<file path="src/hdl/swt_pkg.sv">
// Shared package of the search word tokenizer.
// Holds widths, codepoint constants, controller types and position helpers.
// No dependencies.
package swt_pkg;

  localparam int MAX_TOKEN = 32;
  localparam int IDX_W     = $clog2(MAX_TOKEN);
  localparam int LEN_W     = (IDX_W > 6) ? IDX_W : 6;
  localparam int CP_W      = 21;
  localparam int POS_W     = 16;
  localparam int WLEN_W    = 6;

  localparam logic [CP_W-1:0]  CP_DOT    = 21'h00002E;
  localparam logic [CP_W-1:0]  CP_APOS   = 21'h000027;
  localparam logic [CP_W-1:0]  CP_HYPHEN = 21'h00002D;
  localparam logic [POS_W-1:0] POS_MAX   = 16'hFFFF;

  typedef enum logic [0:0] {
    ST_IDLE,
    ST_EMIT
  } swt_state_e;

  typedef struct packed {
    logic accept;
    logic issue;
  } swt_cmd_t;

  typedef struct packed {
    logic plan_any;
    logic slot_free;
    logic last_issue;
  } swt_status_t;

  function automatic logic [POS_W-1:0] pos_inc(input logic [POS_W-1:0] p);
    return (p == POS_MAX) ? POS_MAX : p + POS_W'(1);
  endfunction

  function automatic logic [POS_W-1:0] pos_dec(input logic [POS_W-1:0] p);
    return (p == '0) ? '0 : p - POS_W'(1);
  endfunction

endpackage

</file>
<file path="src/hdl/swt_ctrl.sv">
// Controller of the search word tokenizer: accept and emit sequencing.
// Depends on swt_pkg; drives commands to swt_datapath.
module swt_ctrl import swt_pkg::*; (
  input  logic        clk_i,
  input  logic        rst_ni,
  input  logic        in_valid_i,
  output logic        in_stall_o,
  input  swt_status_t status_i,
  output swt_cmd_t    cmd_o
);

  swt_state_e state_q, state_d;

  always_ff @(posedge clk_i or negedge rst_ni) begin
    if (!rst_ni) begin
      state_q <= ST_IDLE;
    end else begin
      state_q <= state_d;
    end
  end

  always_comb begin
    state_d      = state_q;
    cmd_o.accept = 1'b0;
    cmd_o.issue  = 1'b0;
    in_stall_o   = 1'b1;
    case (state_q)
      ST_IDLE: begin
        in_stall_o   = 1'b0;
        cmd_o.accept = in_valid_i;
        if (in_valid_i && status_i.plan_any) begin
          state_d = ST_EMIT;
        end
      end
      ST_EMIT: begin
        cmd_o.issue = status_i.slot_free;
        if (status_i.slot_free && status_i.last_issue) begin
          state_d = ST_IDLE;
        end
      end
      default: begin
        state_d = ST_IDLE;
      end
    endcase
  end

endmodule

</file>
<file path="src/hdl/swt_datapath.sv">
// Datapath of the search word tokenizer: token store, word state, emit
// counters and output register. Depends on swt_pkg; commanded by swt_ctrl.
module swt_datapath import swt_pkg::*; (
  input  logic              clk_i,
  input  logic              rst_ni,
  input  swt_cmd_t          cmd_i,
  output swt_status_t       status_o,
  input  logic [CP_W-1:0]   codepoint_i,
  input  logic              word_class_i,
  input  logic              end_of_text_i,
  output logic              out_valid_o,
  input  logic              out_stall_i,
  output logic [CP_W-1:0]   out_char_o,
  output logic [POS_W-1:0]  word_position_o,
  output logic [WLEN_W-1:0] word_length_o,
  output logic              last_of_word_o,
  output logic              last_of_run_o
);

  logic [CP_W-1:0]  mem_q [MAX_TOKEN];
  logic [CP_W-1:0]  rd_q;

  logic [IDX_W-1:0] tok_len_q, part_q;
  logic             abbr_q, hyph_q;
  logic [POS_W-1:0] next_pos_q;

  logic [IDX_W-1:0] cur_start_q, cur_len_q, k_q, pend_len_q;
  logic [POS_W-1:0] cur_pos_q, pend_pos_q;
  logic             pend_valid_q;

  logic             s1_valid_q, s1_low_q, s1_lor_q;
  logic [IDX_W-1:0] s1_len_q;
  logic [POS_W-1:0] s1_pos_q;

  logic             out_valid_q;
  logic [CP_W-1:0]  out_char_q;
  logic [POS_W-1:0] out_pos_q;
  logic [IDX_W-1:0] out_len_q;
  logic             out_low_q, out_lor_q;

  logic             is_dot, is_apos, is_hyph;
  logic             dot_drop, apos_drop, hyph_br, end_word, joined;
  logic [IDX_W-1:0] len1, part1, len2, part2;
  logic             abbr2, hyph1, hyph2;
  logic [POS_W-1:0] pos1, pos2, pos3;
  logic             a_valid, b_valid;
  logic [IDX_W-1:0] a_start, a_len, b_len;
  logic [POS_W-1:0] a_pos, b_pos;

  logic [IDX_W-1:0] rd_addr;
  logic             last_char, s1_move;
  logic [LEN_W-1:0] len_ext;

  always_comb begin
    is_dot    = codepoint_i == CP_DOT;
    is_apos   = codepoint_i == CP_APOS;
    is_hyph   = codepoint_i == CP_HYPHEN;
    len1      = tok_len_q + IDX_W'(word_class_i);
    dot_drop  = !word_class_i && is_dot && ((tok_len_q == IDX_W'(1)) || abbr_q);
    apos_drop = !word_class_i && !dot_drop && is_apos;
    hyph_br   = !word_class_i && !dot_drop && !is_apos && is_hyph && (tok_len_q != '0);
    end_word  = end_of_text_i ||
                (!word_class_i && !dot_drop && !is_apos && !hyph_br);
    abbr2     = abbr_q | dot_drop | apos_drop;
    hyph1     = hyph_q | hyph_br;
    part1     = hyph_br ? tok_len_q : part_q;
    pos1      = next_pos_q;
    a_valid   = 1'b0;
    a_start   = part_q;
    a_len     = tok_len_q - part_q;
    a_pos     = next_pos_q;
    if (hyph_br) begin
      a_valid = tok_len_q > part_q;
      pos1    = pos_inc(next_pos_q);
    end
    b_valid = 1'b0;
    b_len   = len1;
    pos2    = pos1;
    b_pos   = pos1;
    pos3    = pos1;
    joined  = 1'b0;
    len2    = len1;
    part2   = part1;
    hyph2   = hyph1;
    if (end_word && (len1 != '0)) begin
      joined = 1'b1;
      if (hyph1) begin
        if (len1 > part1) begin
          a_valid = 1'b1;
          a_start = part1;
          a_len   = len1 - part1;
          a_pos   = pos1;
          pos2    = pos_dec(pos1);
        end else begin
          joined = 1'b0;
        end
      end
      b_pos = pos2;
      pos3  = pos2;
      if (joined) begin
        b_valid = 1'b1;
        pos3    = pos_inc(pos2);
      end
      len2  = '0;
      part2 = '0;
      abbr2 = 1'b0;
      hyph2 = 1'b0;
    end
    if (len2 >= IDX_W'(MAX_TOKEN - 1)) begin
      len2  = '0;
      part2 = '0;
    end
    if (end_of_text_i) begin
      len2  = '0;
      part2 = '0;
      abbr2 = 1'b0;
      hyph2 = 1'b0;
      pos3  = '0;
    end
  end

  assign rd_addr   = cur_start_q + k_q;
  assign last_char = k_q == (cur_len_q - IDX_W'(1));
  assign s1_move   = s1_valid_q && (!out_valid_q || !out_stall_i);

  assign status_o.plan_any   = a_valid || b_valid;
  assign status_o.slot_free  = !s1_valid_q || s1_move;
  assign status_o.last_issue = last_char && !pend_valid_q;

  always_ff @(posedge clk_i) begin
    if (cmd_i.accept && word_class_i) begin
      mem_q[tok_len_q] <= codepoint_i;
    end
    if (cmd_i.issue) begin
      rd_q <= mem_q[rd_addr];
    end
  end

  always_ff @(posedge clk_i or negedge rst_ni) begin
    if (!rst_ni) begin
      tok_len_q  <= '0;
      part_q     <= '0;
      abbr_q     <= 1'b0;
      hyph_q     <= 1'b0;
      next_pos_q <= '0;
    end else if (cmd_i.accept) begin
      tok_len_q  <= len2;
      part_q     <= part2;
      abbr_q     <= abbr2;
      hyph_q     <= hyph2;
      next_pos_q <= pos3;
    end
  end

  always_ff @(posedge clk_i or negedge rst_ni) begin
    if (!rst_ni) begin
      pend_valid_q <= 1'b0;
      k_q          <= '0;
    end else if (cmd_i.accept) begin
      k_q          <= '0;
      pend_valid_q <= a_valid && b_valid;
    end else if (cmd_i.issue) begin
      if (last_char) begin
        k_q          <= '0;
        pend_valid_q <= 1'b0;
      end else begin
        k_q <= k_q + IDX_W'(1);
      end
    end
  end

  always_ff @(posedge clk_i) begin
    if (cmd_i.accept) begin
      pend_len_q <= b_len;
      pend_pos_q <= b_pos;
      if (a_valid) begin
        cur_start_q <= a_start;
        cur_len_q   <= a_len;
        cur_pos_q   <= a_pos;
      end else begin
        cur_start_q <= '0;
        cur_len_q   <= b_len;
        cur_pos_q   <= b_pos;
      end
    end else if (cmd_i.issue && last_char && pend_valid_q) begin
      cur_start_q <= '0;
      cur_len_q   <= pend_len_q;
      cur_pos_q   <= pend_pos_q;
    end
  end

  always_ff @(posedge clk_i or negedge rst_ni) begin
    if (!rst_ni) begin
      s1_valid_q  <= 1'b0;
      out_valid_q <= 1'b0;
    end else begin
      if (cmd_i.issue) begin
        s1_valid_q <= 1'b1;
      end else if (s1_move) begin
        s1_valid_q <= 1'b0;
      end
      if (s1_move) begin
        out_valid_q <= 1'b1;
      end else if (!out_stall_i) begin
        out_valid_q <= 1'b0;
      end
    end
  end

  always_ff @(posedge clk_i) begin
    if (cmd_i.issue) begin
      s1_pos_q <= cur_pos_q;
      s1_len_q <= cur_len_q;
      s1_low_q <= last_char;
      s1_lor_q <= last_char && !pend_valid_q;
    end
    if (s1_move) begin
      out_char_q <= rd_q;
      out_pos_q  <= s1_pos_q;
      out_len_q  <= s1_len_q;
      out_low_q  <= s1_low_q;
      out_lor_q  <= s1_lor_q;
    end
  end

  assign len_ext         = LEN_W'(out_len_q);
  assign out_valid_o     = out_valid_q;
  assign out_char_o      = out_char_q;
  assign word_position_o = out_pos_q;
  assign word_length_o   = len_ext[WLEN_W-1:0];
  assign last_of_word_o  = out_low_q;
  assign last_of_run_o   = out_lor_q;

endmodule

</file>
<file path="src/hdl/search_word_tokenizer_unit.sv">
// Top level of the search word tokenizer.
// Depends on swt_pkg, swt_ctrl and swt_datapath.
//
// Channel  Direction  Handshake             Payload
// in       input      in_valid_i/in_stall_o codepoint_i word_class_i end_of_text_i
// out      output     out_valid_o/out_stall_i out_char_o word_position_o
//                                           word_length_o last_of_word_o last_of_run_o
//
// An item that emits nothing is taken and leaves the input ready. An item that
// emits words stalls the input while its codepoints are read one by one through
// the single token store read port; each passes the staged read, then the output register.
// Reset is asynchronous and leaves the block ready at once, no clearing pass.
// A stall on out holds the output register and the one staged read behind it.
module search_word_tokenizer_unit import swt_pkg::*; (
  input  logic              clk_i,
  input  logic              rst_ni,
  input  logic              in_valid_i,
  output logic              in_stall_o,
  input  logic [CP_W-1:0]   codepoint_i,
  input  logic              word_class_i,
  input  logic              end_of_text_i,
  output logic              out_valid_o,
  input  logic              out_stall_i,
  output logic [CP_W-1:0]   out_char_o,
  output logic [POS_W-1:0]  word_position_o,
  output logic [WLEN_W-1:0] word_length_o,
  output logic              last_of_word_o,
  output logic              last_of_run_o
);

  swt_cmd_t    cmd;
  swt_status_t status;

  swt_ctrl u_ctrl (
    .clk_i      (clk_i),
    .rst_ni     (rst_ni),
    .in_valid_i (in_valid_i),
    .in_stall_o (in_stall_o),
    .status_i   (status),
    .cmd_o      (cmd)
  );

  swt_datapath u_datapath (
    .clk_i           (clk_i),
    .rst_ni          (rst_ni),
    .cmd_i           (cmd),
    .status_o        (status),
    .codepoint_i     (codepoint_i),
    .word_class_i    (word_class_i),
    .end_of_text_i   (end_of_text_i),
    .out_valid_o     (out_valid_o),
    .out_stall_i     (out_stall_i),
    .out_char_o      (out_char_o),
    .word_position_o (word_position_o),
    .word_length_o   (word_length_o),
    .last_of_word_o  (last_of_word_o),
    .last_of_run_o   (last_of_run_o)
  );

endmodule

</file>
<file path="config.mk">
export PLATFORM = sky130hd
export DESIGN_NAME = search_word_tokenizer_unit
export DESIGN_NICKNAME = d
export VERILOG_FILES = /design/src/hdl/swt_pkg.sv /design/src/hdl/swt_ctrl.sv /design/src/hdl/swt_datapath.sv /design/src/hdl/search_word_tokenizer_unit.sv
export SDC_FILE = /design/constraint.sdc
export NUM_CORES = 1
export LEC_CHECK = 0
export BUFFER_PORTS_ARGS = -buffer_cell sky130_fd_sc_hd__clkbuf_2
export CORE_ASPECT_RATIO = 1.25
export CORE_UTILIZATION = 45
export CTS_CLUSTER_SIZE = 24
export DETAILED_ROUTE_END_ITERATION = 8
export GPL_TIMING_DRIVEN = 0
export HOLD_SLACK_MARGIN = 0.06
export PLACE_DENSITY = 0.64
export SYNTH_ARGS = -nofsm -noshare
export SYNTH_HDL_FRONTEND = slang
export SYNTH_SLANG_ARGS = --single-unit
</file>
<file path="constraint.sdc">
create_clock -name clk_i -period 6.1 [get_ports clk_i]
set_input_delay 1.22 -clock clk_i [delete_from_list [all_inputs] [get_ports clk_i]]
set_output_delay 1.22 -clock clk_i [all_outputs]
set_load 0.02 [all_outputs]
</file>
Word-level counts from Yosys, hierarchy flattened
Memories as Yosys holds them, arrays and structs flattened. A register that Yosys moved wholly into a read port is not among the register bits.
Index checks and enable logic that the tools add are counted.
{"block": "totals", "reg_bits": 151, "mem_bits_rw": 672, "input_bits": 27, "out_inout_bits": 47, "elab_cells": 154, "memories": 1}
{"block": "op_classes", "n_addsub": 9, "order_cmp": 3, "eq_ne": 8, "n_mux": 67, "n_bitwise": 4, "reduce_logical": 38}
{"memory": "u_datapath.mem_q", "words": 32, "width": 21, "read_ports": 1, "rd_clocked_by_memory_dff": 1, "wr": 1, "line": "swt_datapath.sv:20", "text": "logic [CP_W-1:0] mem_q [MAX_TOKEN];"}
{"operator": "$mux 16", "count": 17}
{"operator": "$mux 5", "count": 22}
{"operator": "$eq 21x6->1 const B", "count": 3}
{"operator": "$add 16x1->16 const B", "count": 2}
{"operator": "$eq 16x16->1 const B", "count": 2}
{"operator": "$mux 1", "count": 27}
{"operator": "$logic_and 1x1->1", "count": 17}
{"operator": "$logic_not 16->1", "count": 1}
{"operator": "$sub 16x1->16 const B", "count": 1}
{"operator": "$gt 5x5->1", "count": 2}
{"operator": "$reduce_bool 5->1", "count": 2}
{"operator": "$sub 5x5->5", "count": 2}
{"operator": "$logic_not 1->1", "count": 8}
{"operator": "$reduce_bool 2->1", "count": 4}
{"operator": "$add 5x1->5", "count": 1}
{"operator": "$add 5x1->5 const B", "count": 1}
{"operator": "$add 5x5->5", "count": 1}
{"operator": "$eq 5x1->1 const B", "count": 1}
{"operator": "$eq 5x5->1", "count": 1}
{"operator": "$ge 5x5->1 const B", "count": 1}
{"operator": "$logic_or 1x1->1", "count": 5}
{"operator": "$sub 5x1->5 const B", "count": 1}
{"operator": "$or 1x1->1", "count": 3}
{"operator": "$ne 2x1->1 const B", "count": 1}
{"operator": "3 further kinds", "count": 3}

Depth between registers and ports, before layout
{"block": "logic_depth", "word_depth": 19, "ltp_mapped": 22, "depth_no_buf": 20}

Cells and area by module
A second synthesis with hierarchy kept.
{"block": "unflattened", "hier_cells": 1842, "area_unflattened_um2": 34685.8}
{"mod": "swt_datapath", "n_inst": 1, "cells_per_inst": 1837, "area_each_um2": 34629.5, "seq_area_each_um2": 25134.1}
{"mod": "swt_ctrl", "n_inst": 1, "cells_per_inst": 5, "area_each_um2": 56.3, "seq_area_each_um2": 25.0}

Least setup slack after synthesis
Ideal clock, no wire load.
{"block": "synth_timing", "path_type": "in2reg", "from": "input codepoint_i[6]", "to": "register u_datapath.next_pos_q[15]", "setup_time_ps": 90, "arrival_ps": 6539, "required_ps": 6010, "path_slack_ps": -530, "stages": 20, "path_buffers": 3, "path_cell_list": "or4_1 > or4_1 > or3_4 > buf_6 > mux2i_1 > ha_1 > and4_1 > a21oi_1 > o31a_1 > clkbuf_1 > and2_1 > clkbuf_1 > nand4_1 > nand2b_1 > o21ai_0 > a31oi_1 > or4_4 > or4_4 > mux2_4 > o31ai_4"}
{"block": "synth_via", "elab_chain_len": 19, "elab_cells_between_ends": 34, "classes_between": "add/sub (2); order compare (1); eq/ne (4); mux (13); bitwise (1); reduce/logical (13)"}
{"element": "from (decl)", "line": "search_word_tokenizer_unit.sv:19", "text": "input logic [CP_W-1:0] codepoint_i,"}
{"element": "$eq 21x6->1", "line": "swt_datapath.sv:55", "text": "is_dot = codepoint_i == CP_DOT;"}
{"element": "$logic_and 1x1->1 (2 in a row)", "line": "swt_datapath.sv:59", "text": "dot_drop = !word_class_i && is_dot && ((tok_len_q == IDX_W'(1)) || abbr_q);"}
{"element": "$logic_not 1->1", "line": "swt_datapath.sv:61, swt_datapath.sv:63"}
{"element": "$logic_and 1x1->1 (2 in a row)", "line": "swt_datapath.sv:61, swt_datapath.sv:63"}
{"element": "$logic_and 1x1->1 (2 in a row)", "line": "swt_datapath.sv:61", "text": "hyph_br = !word_class_i && !dot_drop && !is_apos && is_hyph && (tok_len_q != '0);"}
{"element": "$mux 16", "line": "swt_datapath.sv:72", "text": "if (hyph_br) begin"}
{"element": "$sub 16x1->16 / $logic_not 16->1 (equally long branches)", "line": "swt_pkg.sv:39", "text": "return (p == '0) ? '0 : p - POS_W'(1);"}
{"element": "$mux 16", "line": "swt_pkg.sv:39"}
{"element": "$mux 16", "line": "swt_datapath.sv:88", "text": "if (len1 > part1) begin"}
{"element": "$mux 16", "line": "swt_datapath.sv:87", "text": "if (hyph1) begin"}
{"element": "$mux 16", "line": "swt_datapath.sv:85", "text": "if (end_word && (len1 != '0)) begin"}
{"element": "$add 16x1->16 / $eq 16x16->1 (equally long branches)", "line": "swt_pkg.sv:35", "text": "return (p == POS_MAX) ? POS_MAX : p + POS_W'(1);"}
{"element": "$mux 16", "line": "swt_pkg.sv:35"}
{"element": "$mux 16", "line": "swt_datapath.sv:100", "text": "if (joined) begin"}
{"element": "$mux 16 *", "line": "swt_datapath.sv:85"}
{"element": "$mux 16 *", "line": "swt_datapath.sv:113", "text": "if (end_of_text_i) begin"}
{"element": "to (signal assigned)", "line": "swt_datapath.sv:151", "text": "next_pos_q <= pos3;"}
{"element": "to (decl)", "line": "swt_datapath.sv:25", "text": "logic [POS_W-1:0] next_pos_q;"}
Mark *: on every way between the ends. The rest lies on a longest branch, timed or not. The select of a mux whose other input is x is not followed.
A chain may end at the register's enable or synchronous reset.

Final worst setup path
Ends and elaborated chain as after synthesis.

==> results list <==
- Relative to the synthesized area, the layout overhead comes to 15.4%.
- Worst-case hold slack: 0.418 ns
- In this run, the number of DRC markers left after iteration 0 of detailed routing was 1952.
* Worst-Skew Late Latency: 0.65 ns
- Minimum clock period after layout: 6.05 ns
- Final-report hold violation count: 0
- The detail route stage leaves a number of antenna-violating nets equal to 0.
* Die height: 313 µm
- Switch Pwr: 6.44 mW
- Entering global routing, the biggest net connects 38 pins.
* Yosys reg bits: 844
* Critical hold path startpoint: u_datapath.cur_pos_q[5]
- TritonCTS sink count: 844
* Global-route wire length before repair: 131000 µm
- Max-cap violations in this run came to 0.
* Finished Core Util: 52.7%
- The die covers 0.0785 mm².
- The flow ran to the end, and the final reports show no timing, DRC or antenna violations.
- A synthesized cell averages 18.7 µm².
- Internal power contribution: 12.8 mW
* Router iterations before antenna repair: 5
* Average wire length per cell after detail routing: 29.2 µm
- Fill cells: 5969
* Fraction of registers with async set or reset after synthesis: 4.38%
- Number of distinct library cells after synthesis: 75
* Setup-failing EPs final: 0
* Total area of multi-input combinational cells: 0.00961 mm²
* Finished Cell Area: 0.0402 mm²
- Clock Tree Root: sky130_fd_sc_hd__clkbuf_16
* Worst flop-to-flop path startpoint: u_datapath.next_pos_q[1]
* Relative contribution of combinational cells to total power: 37.2%
- Setup repair after global routing could not meet its margin everywhere.
- For this design, the CTS-stage hold fixing added 0 buffers.
- In the routed design, unresolved DRC markers number 0.
- STA classifies the critical path endpoint as a flip-flop.
- Reg-to-reg slack, setup: 0.68 ns
- Across all setup checks in the final design, the least slack found is 0.0470 ns.
* Amount of wire on met2 after detailed routing: 48400 µm
- Post-detailed-route via-to-cell ratio: 6.04
- Cts bufs inserted: 82
- Max frequency: 165 MHz
- Synth Warn #: 0
- Power density over the cells: 480 mW/mm²
- Routability-driven placement finished with a final weighted congestion of 0.858.
- Worst Path Required: 6.67 ns
- Along the worst path, the maximum fanout reaches 8.
- Actual slew at the worst max-slew pin: 1.33 ns
- Global router's overall resource usage: 23.3%
- The path class of the tightest hold or removal check is flip-flop to flip-flop.
* Ports: 74
- For the worst setup path, the data arrival time is 6.62 ns.
- The routed design has 90600 µm of wire.
- Share of total power in sequential cells: 37.2%
- Summing the sequential cell areas from Yosys gives 72.3% of the chip area.
- For this run, the leading register cell type out of synthesis is sky130_fd_sc_hd__edfxtp_1.
- After detailed placement, the total cell area comes to 0.0370 mm².
- Hold Path Stages: 0
- Between clock sinks in the finished design, the worst skew comes to 0.0292 ns.
- Post-Synthesis Net Count: 1907
- The design draws 19.3 mW.
- The clock network is responsible for 25.6% of the overall power.
- For hold timing, the worst endpoint is u_datapath.s1_pos_q[5].
* Setup Slack @ Placement: -2.22 ns
* Starting Density: 45.7%
- Detailed routing inserted a total of 18800 vias.
- Deepest clock path buffer count: 3
* Clock transition at the registers of the reported paths: 0.07 ns
- Met3 Wirelength: 5280 µm
- Vias in the first global route: 19300
* Share of the clock period used by the worst path: 99.2%
- TritonCTS built the clock tree.
* Global-route congestion overflow total: 0
* # diodes: 0
- The total count of max-transition violations in the final report is 0.
* Area of the mapped netlist: 0.0348 mm²
- The analysis attributes to cell leakage a power of 13.0 nW.
- After floorplanning, the core was divided into 113 placement rows.
- Number of antenna violations at the first check in global routing: 2
- Met1 wire length: 33200 µm
* Path depth of the worst reg2reg path: 15
* Number of H-tree levels: 3
- The post-route netlist has 27.5% of its cells at a drive strength greater than 1.
- In this run the standard cell core region covers 0.0762 mm².
- Registers take 0.0252 mm².
- Synthesis produced 1856 cells.
- Horiz. Die Dim: 251 µm
- The final layout contains 2114 nets.
- Maximum VDD drop: 0.331 mV
- Top layer used by detailed routing: met5
* Switching share of power: 33.4%
* Detailed placement HPWL: 59100 µm
- In this run, synthesis inferred 807 flip-flops with an integrated enable.
- Max-slew headroom: 10.4%
* Category of the most critical setup path: input port to flip-flop
- Input and output buffers added on the ports amount to 72.
* Nature of the critical path startpoint: input port
* Worst reg2reg path endpoint: u_datapath.next_pos_q[15]
-- final cells by class --
type | count | share of cell area, %
clock buffers | 96 | 5.24
well taps | 977 | 3.04
plain buffers | 97 | 0.997
flip-flops and latches | 844 | 62.6
clock inverters | 52 | 1.17
repair buffers | 125 | 2.74
multi-input cells | 886 | 23.9
inverters | 27 | 0.252
-- worst max path at each step --
stage	startpoint	to	slack, ns
after floorplan	codepoint_i[6]	u_datapath.next_pos_q[15]	-0.30
after global placement	codepoint_i[9]	u_datapath.next_pos_q[6]	-2.18
after detailed placement	codepoint_i[7]	u_datapath.next_pos_q[6]	-2.22
after CTS	codepoint_i[6]	u_datapath.next_pos_q[3]	-0.009
after global routing	codepoint_i[6]	u_datapath.next_pos_q[15]	-0.13
final	codepoint_i[6]	u_datapath.next_pos_q[15]	0.05
-- sequential cells by signal (all words and copies together) (netlist names), 16 cells and up --
| signal | flops |
|---|---|
| u_datapath.rd_q | 21 |
| u_datapath.s1_pos_q | 16 |
| u_datapath.word_position_o | 16 |
| u_datapath.mem_q | 672 |
| u_datapath.cur_pos_q | 16 |
| u_datapath.next_pos_q | 16 |
| u_datapath.out_char_o | 21 |
| u_datapath.pend_pos_q | 16 |
-- metal layers --
| metal | GRT usage [%] | vias to the layer above |
|---|---|---|
| met5 | 0 | - |
| met4 | 9.94 | 2 |
| met3 | 4.33 | 179 |
| met2 | 41.7 | 720 |
| met1 | 27.5 | 9841 |
| li1 | - | 8014 |
-- critical path: stages --
cell and delay (ns):
sky130_fd_sc_hd__clkbuf_16 0.14, sky130_fd_sc_hd__or4_1 0.50, sky130_fd_sc_hd__or4_4 0.47, sky130_fd_sc_hd__or3_4 0.47, sky130_fd_sc_hd__mux2i_4 0.25, sky130_fd_sc_hd__ha_4 0.27
sky130_fd_sc_hd__o21ai_2 0.12, sky130_fd_sc_hd__a21oi_2 0.05, sky130_fd_sc_hd__o31a_1 0.30, sky130_fd_sc_hd__buf_8 0.15, sky130_fd_sc_hd__and2_4 0.18, sky130_fd_sc_hd__nand4_1 0.16
sky130_fd_sc_hd__buf_4 0.17, sky130_fd_sc_hd__nor4_4 0.05, sky130_fd_sc_hd__clkbuf_16 0.18, sky130_fd_sc_hd__or3_1 0.34, sky130_fd_sc_hd__a21o_1 0.20, sky130_fd_sc_hd__or4_4 0.43
sky130_fd_sc_hd__or4_4 0.43, sky130_fd_sc_hd__mux2_4 0.34, sky130_fd_sc_hd__o31ai_4 0.16
-- cell usage in the layout (no fill, tap or decap), types with 18 or more instances in the layout --
cell / instances
sky130_fd_sc_hd__edfxtp_1: 807
sky130_fd_sc_hd__mux4_2: 210
sky130_fd_sc_hd__dfrtp_1: 37
sky130_fd_sc_hd__nor3_1: 18
sky130_fd_sc_hd__a21oi_1: 30
sky130_fd_sc_hd__clkbuf_1: 82
sky130_fd_sc_hd__clkbuf_16: 86
sky130_fd_sc_hd__mux2_2: 28
sky130_fd_sc_hd__nand4_1: 19
sky130_fd_sc_hd__buf_4: 37
sky130_fd_sc_hd__inv_1: 27
sky130_fd_sc_hd__nand3_1: 30
sky130_fd_sc_hd__ha_1: 18
sky130_fd_sc_hd__a21o_1: 19
sky130_fd_sc_hd__clkbuf_2: 60
sky130_fd_sc_hd__clkinv_1: 23
sky130_fd_sc_hd__o21ai_0: 54
sky130_fd_sc_hd__xnor2_1: 19
sky130_fd_sc_hd__mux2i_1: 26
sky130_fd_sc_hd__nand2_1: 84
sky130_fd_sc_hd__nor2_1: 72
-- timing repair --
item                                   4_1_cts  5_1_grt
resized for setup                           52       27
setup buffers                               20       13
setup endpoints to repair                   37       23
pin swaps                                   14       10
cloned                                       2        1
endpoints found under the hold margin        0        0
-- synthesized netlist by cell type (all sizes together), types with 5 or more instances --
cell type | number | area share [%]
nand2 | 87 | 0.95
nor4 | 17 | 0.32
inv | 27 | 0.29
mux2 | 30 | 0.99
dfrtp | 37 | 2.7
xnor2 | 19 | 0.48
clkbuf | 73 | 0.79
a32o | 6 | 0.17
o22ai | 11 | 0.27
nor2 | 105 | 1.1
mux2i | 31 | 0.89
a211oi | 7 | 0.15
a21oi | 31 | 0.45
and4 | 5 | 0.13
o211ai | 8 | 0.17
or3 | 7 | 0.14
nand4 | 20 | 0.38
or2 | 5 | 0.090
nor3 | 23 | 0.35
a221oi | 5 | 0.13
or4 | 5 | 0.14
nand3 | 30 | 0.43
a31oi | 11 | 0.20
xor2 | 17 | 0.43
o31ai | 7 | 0.19
buf | 26 | 0.36
nand3b | 5 | 0.12
and3 | 8 | 0.14
mux4 | 210 | 14
nand2b | 15 | 0.27
edfxtp | 807 | 70
ha | 21 | 0.76
a21o | 19 | 0.41
a21boi | 5 | 0.11
and2 | 5 | 0.090
o21ai | 61 | 0.88
-- power by group through the flow --
stage          Sequential [mW]  Combinational [mW]  Clock, mW
3_5_place_dp              7.28                6.92          0
3_3_place_gp              7.30                6.80          0
2_1_floorplan             7.34                4.43          0
4_1_cts                   7.17                7.15       5.02
6_report                  7.17                7.16       4.94
5_1_grt                   7.20                7.53       5.23
-- through the flow --
step                      instances  TNS (ns)
after floorplan                1856    -0.388
after global placement         2905   -104.20
after detailed placement       2922    -62.31
after CTS                      3091  -0.00887
after global routing           3104    -0.127
final                          3104         0
-- kinds of logic after synthesis --
logic type                 synth area share, %
other                                   0.0108
AOI/OAI and AO/OA                         3.98
DFF                                       72.3
adders and majority gates                0.928
buffers and inverters                     1.43
muxes                                     15.5
xor gates and xnor gates                 0.906
and+or+nand+nor                           4.96
No activity file was read; power rests on OpenSTA's default activity.
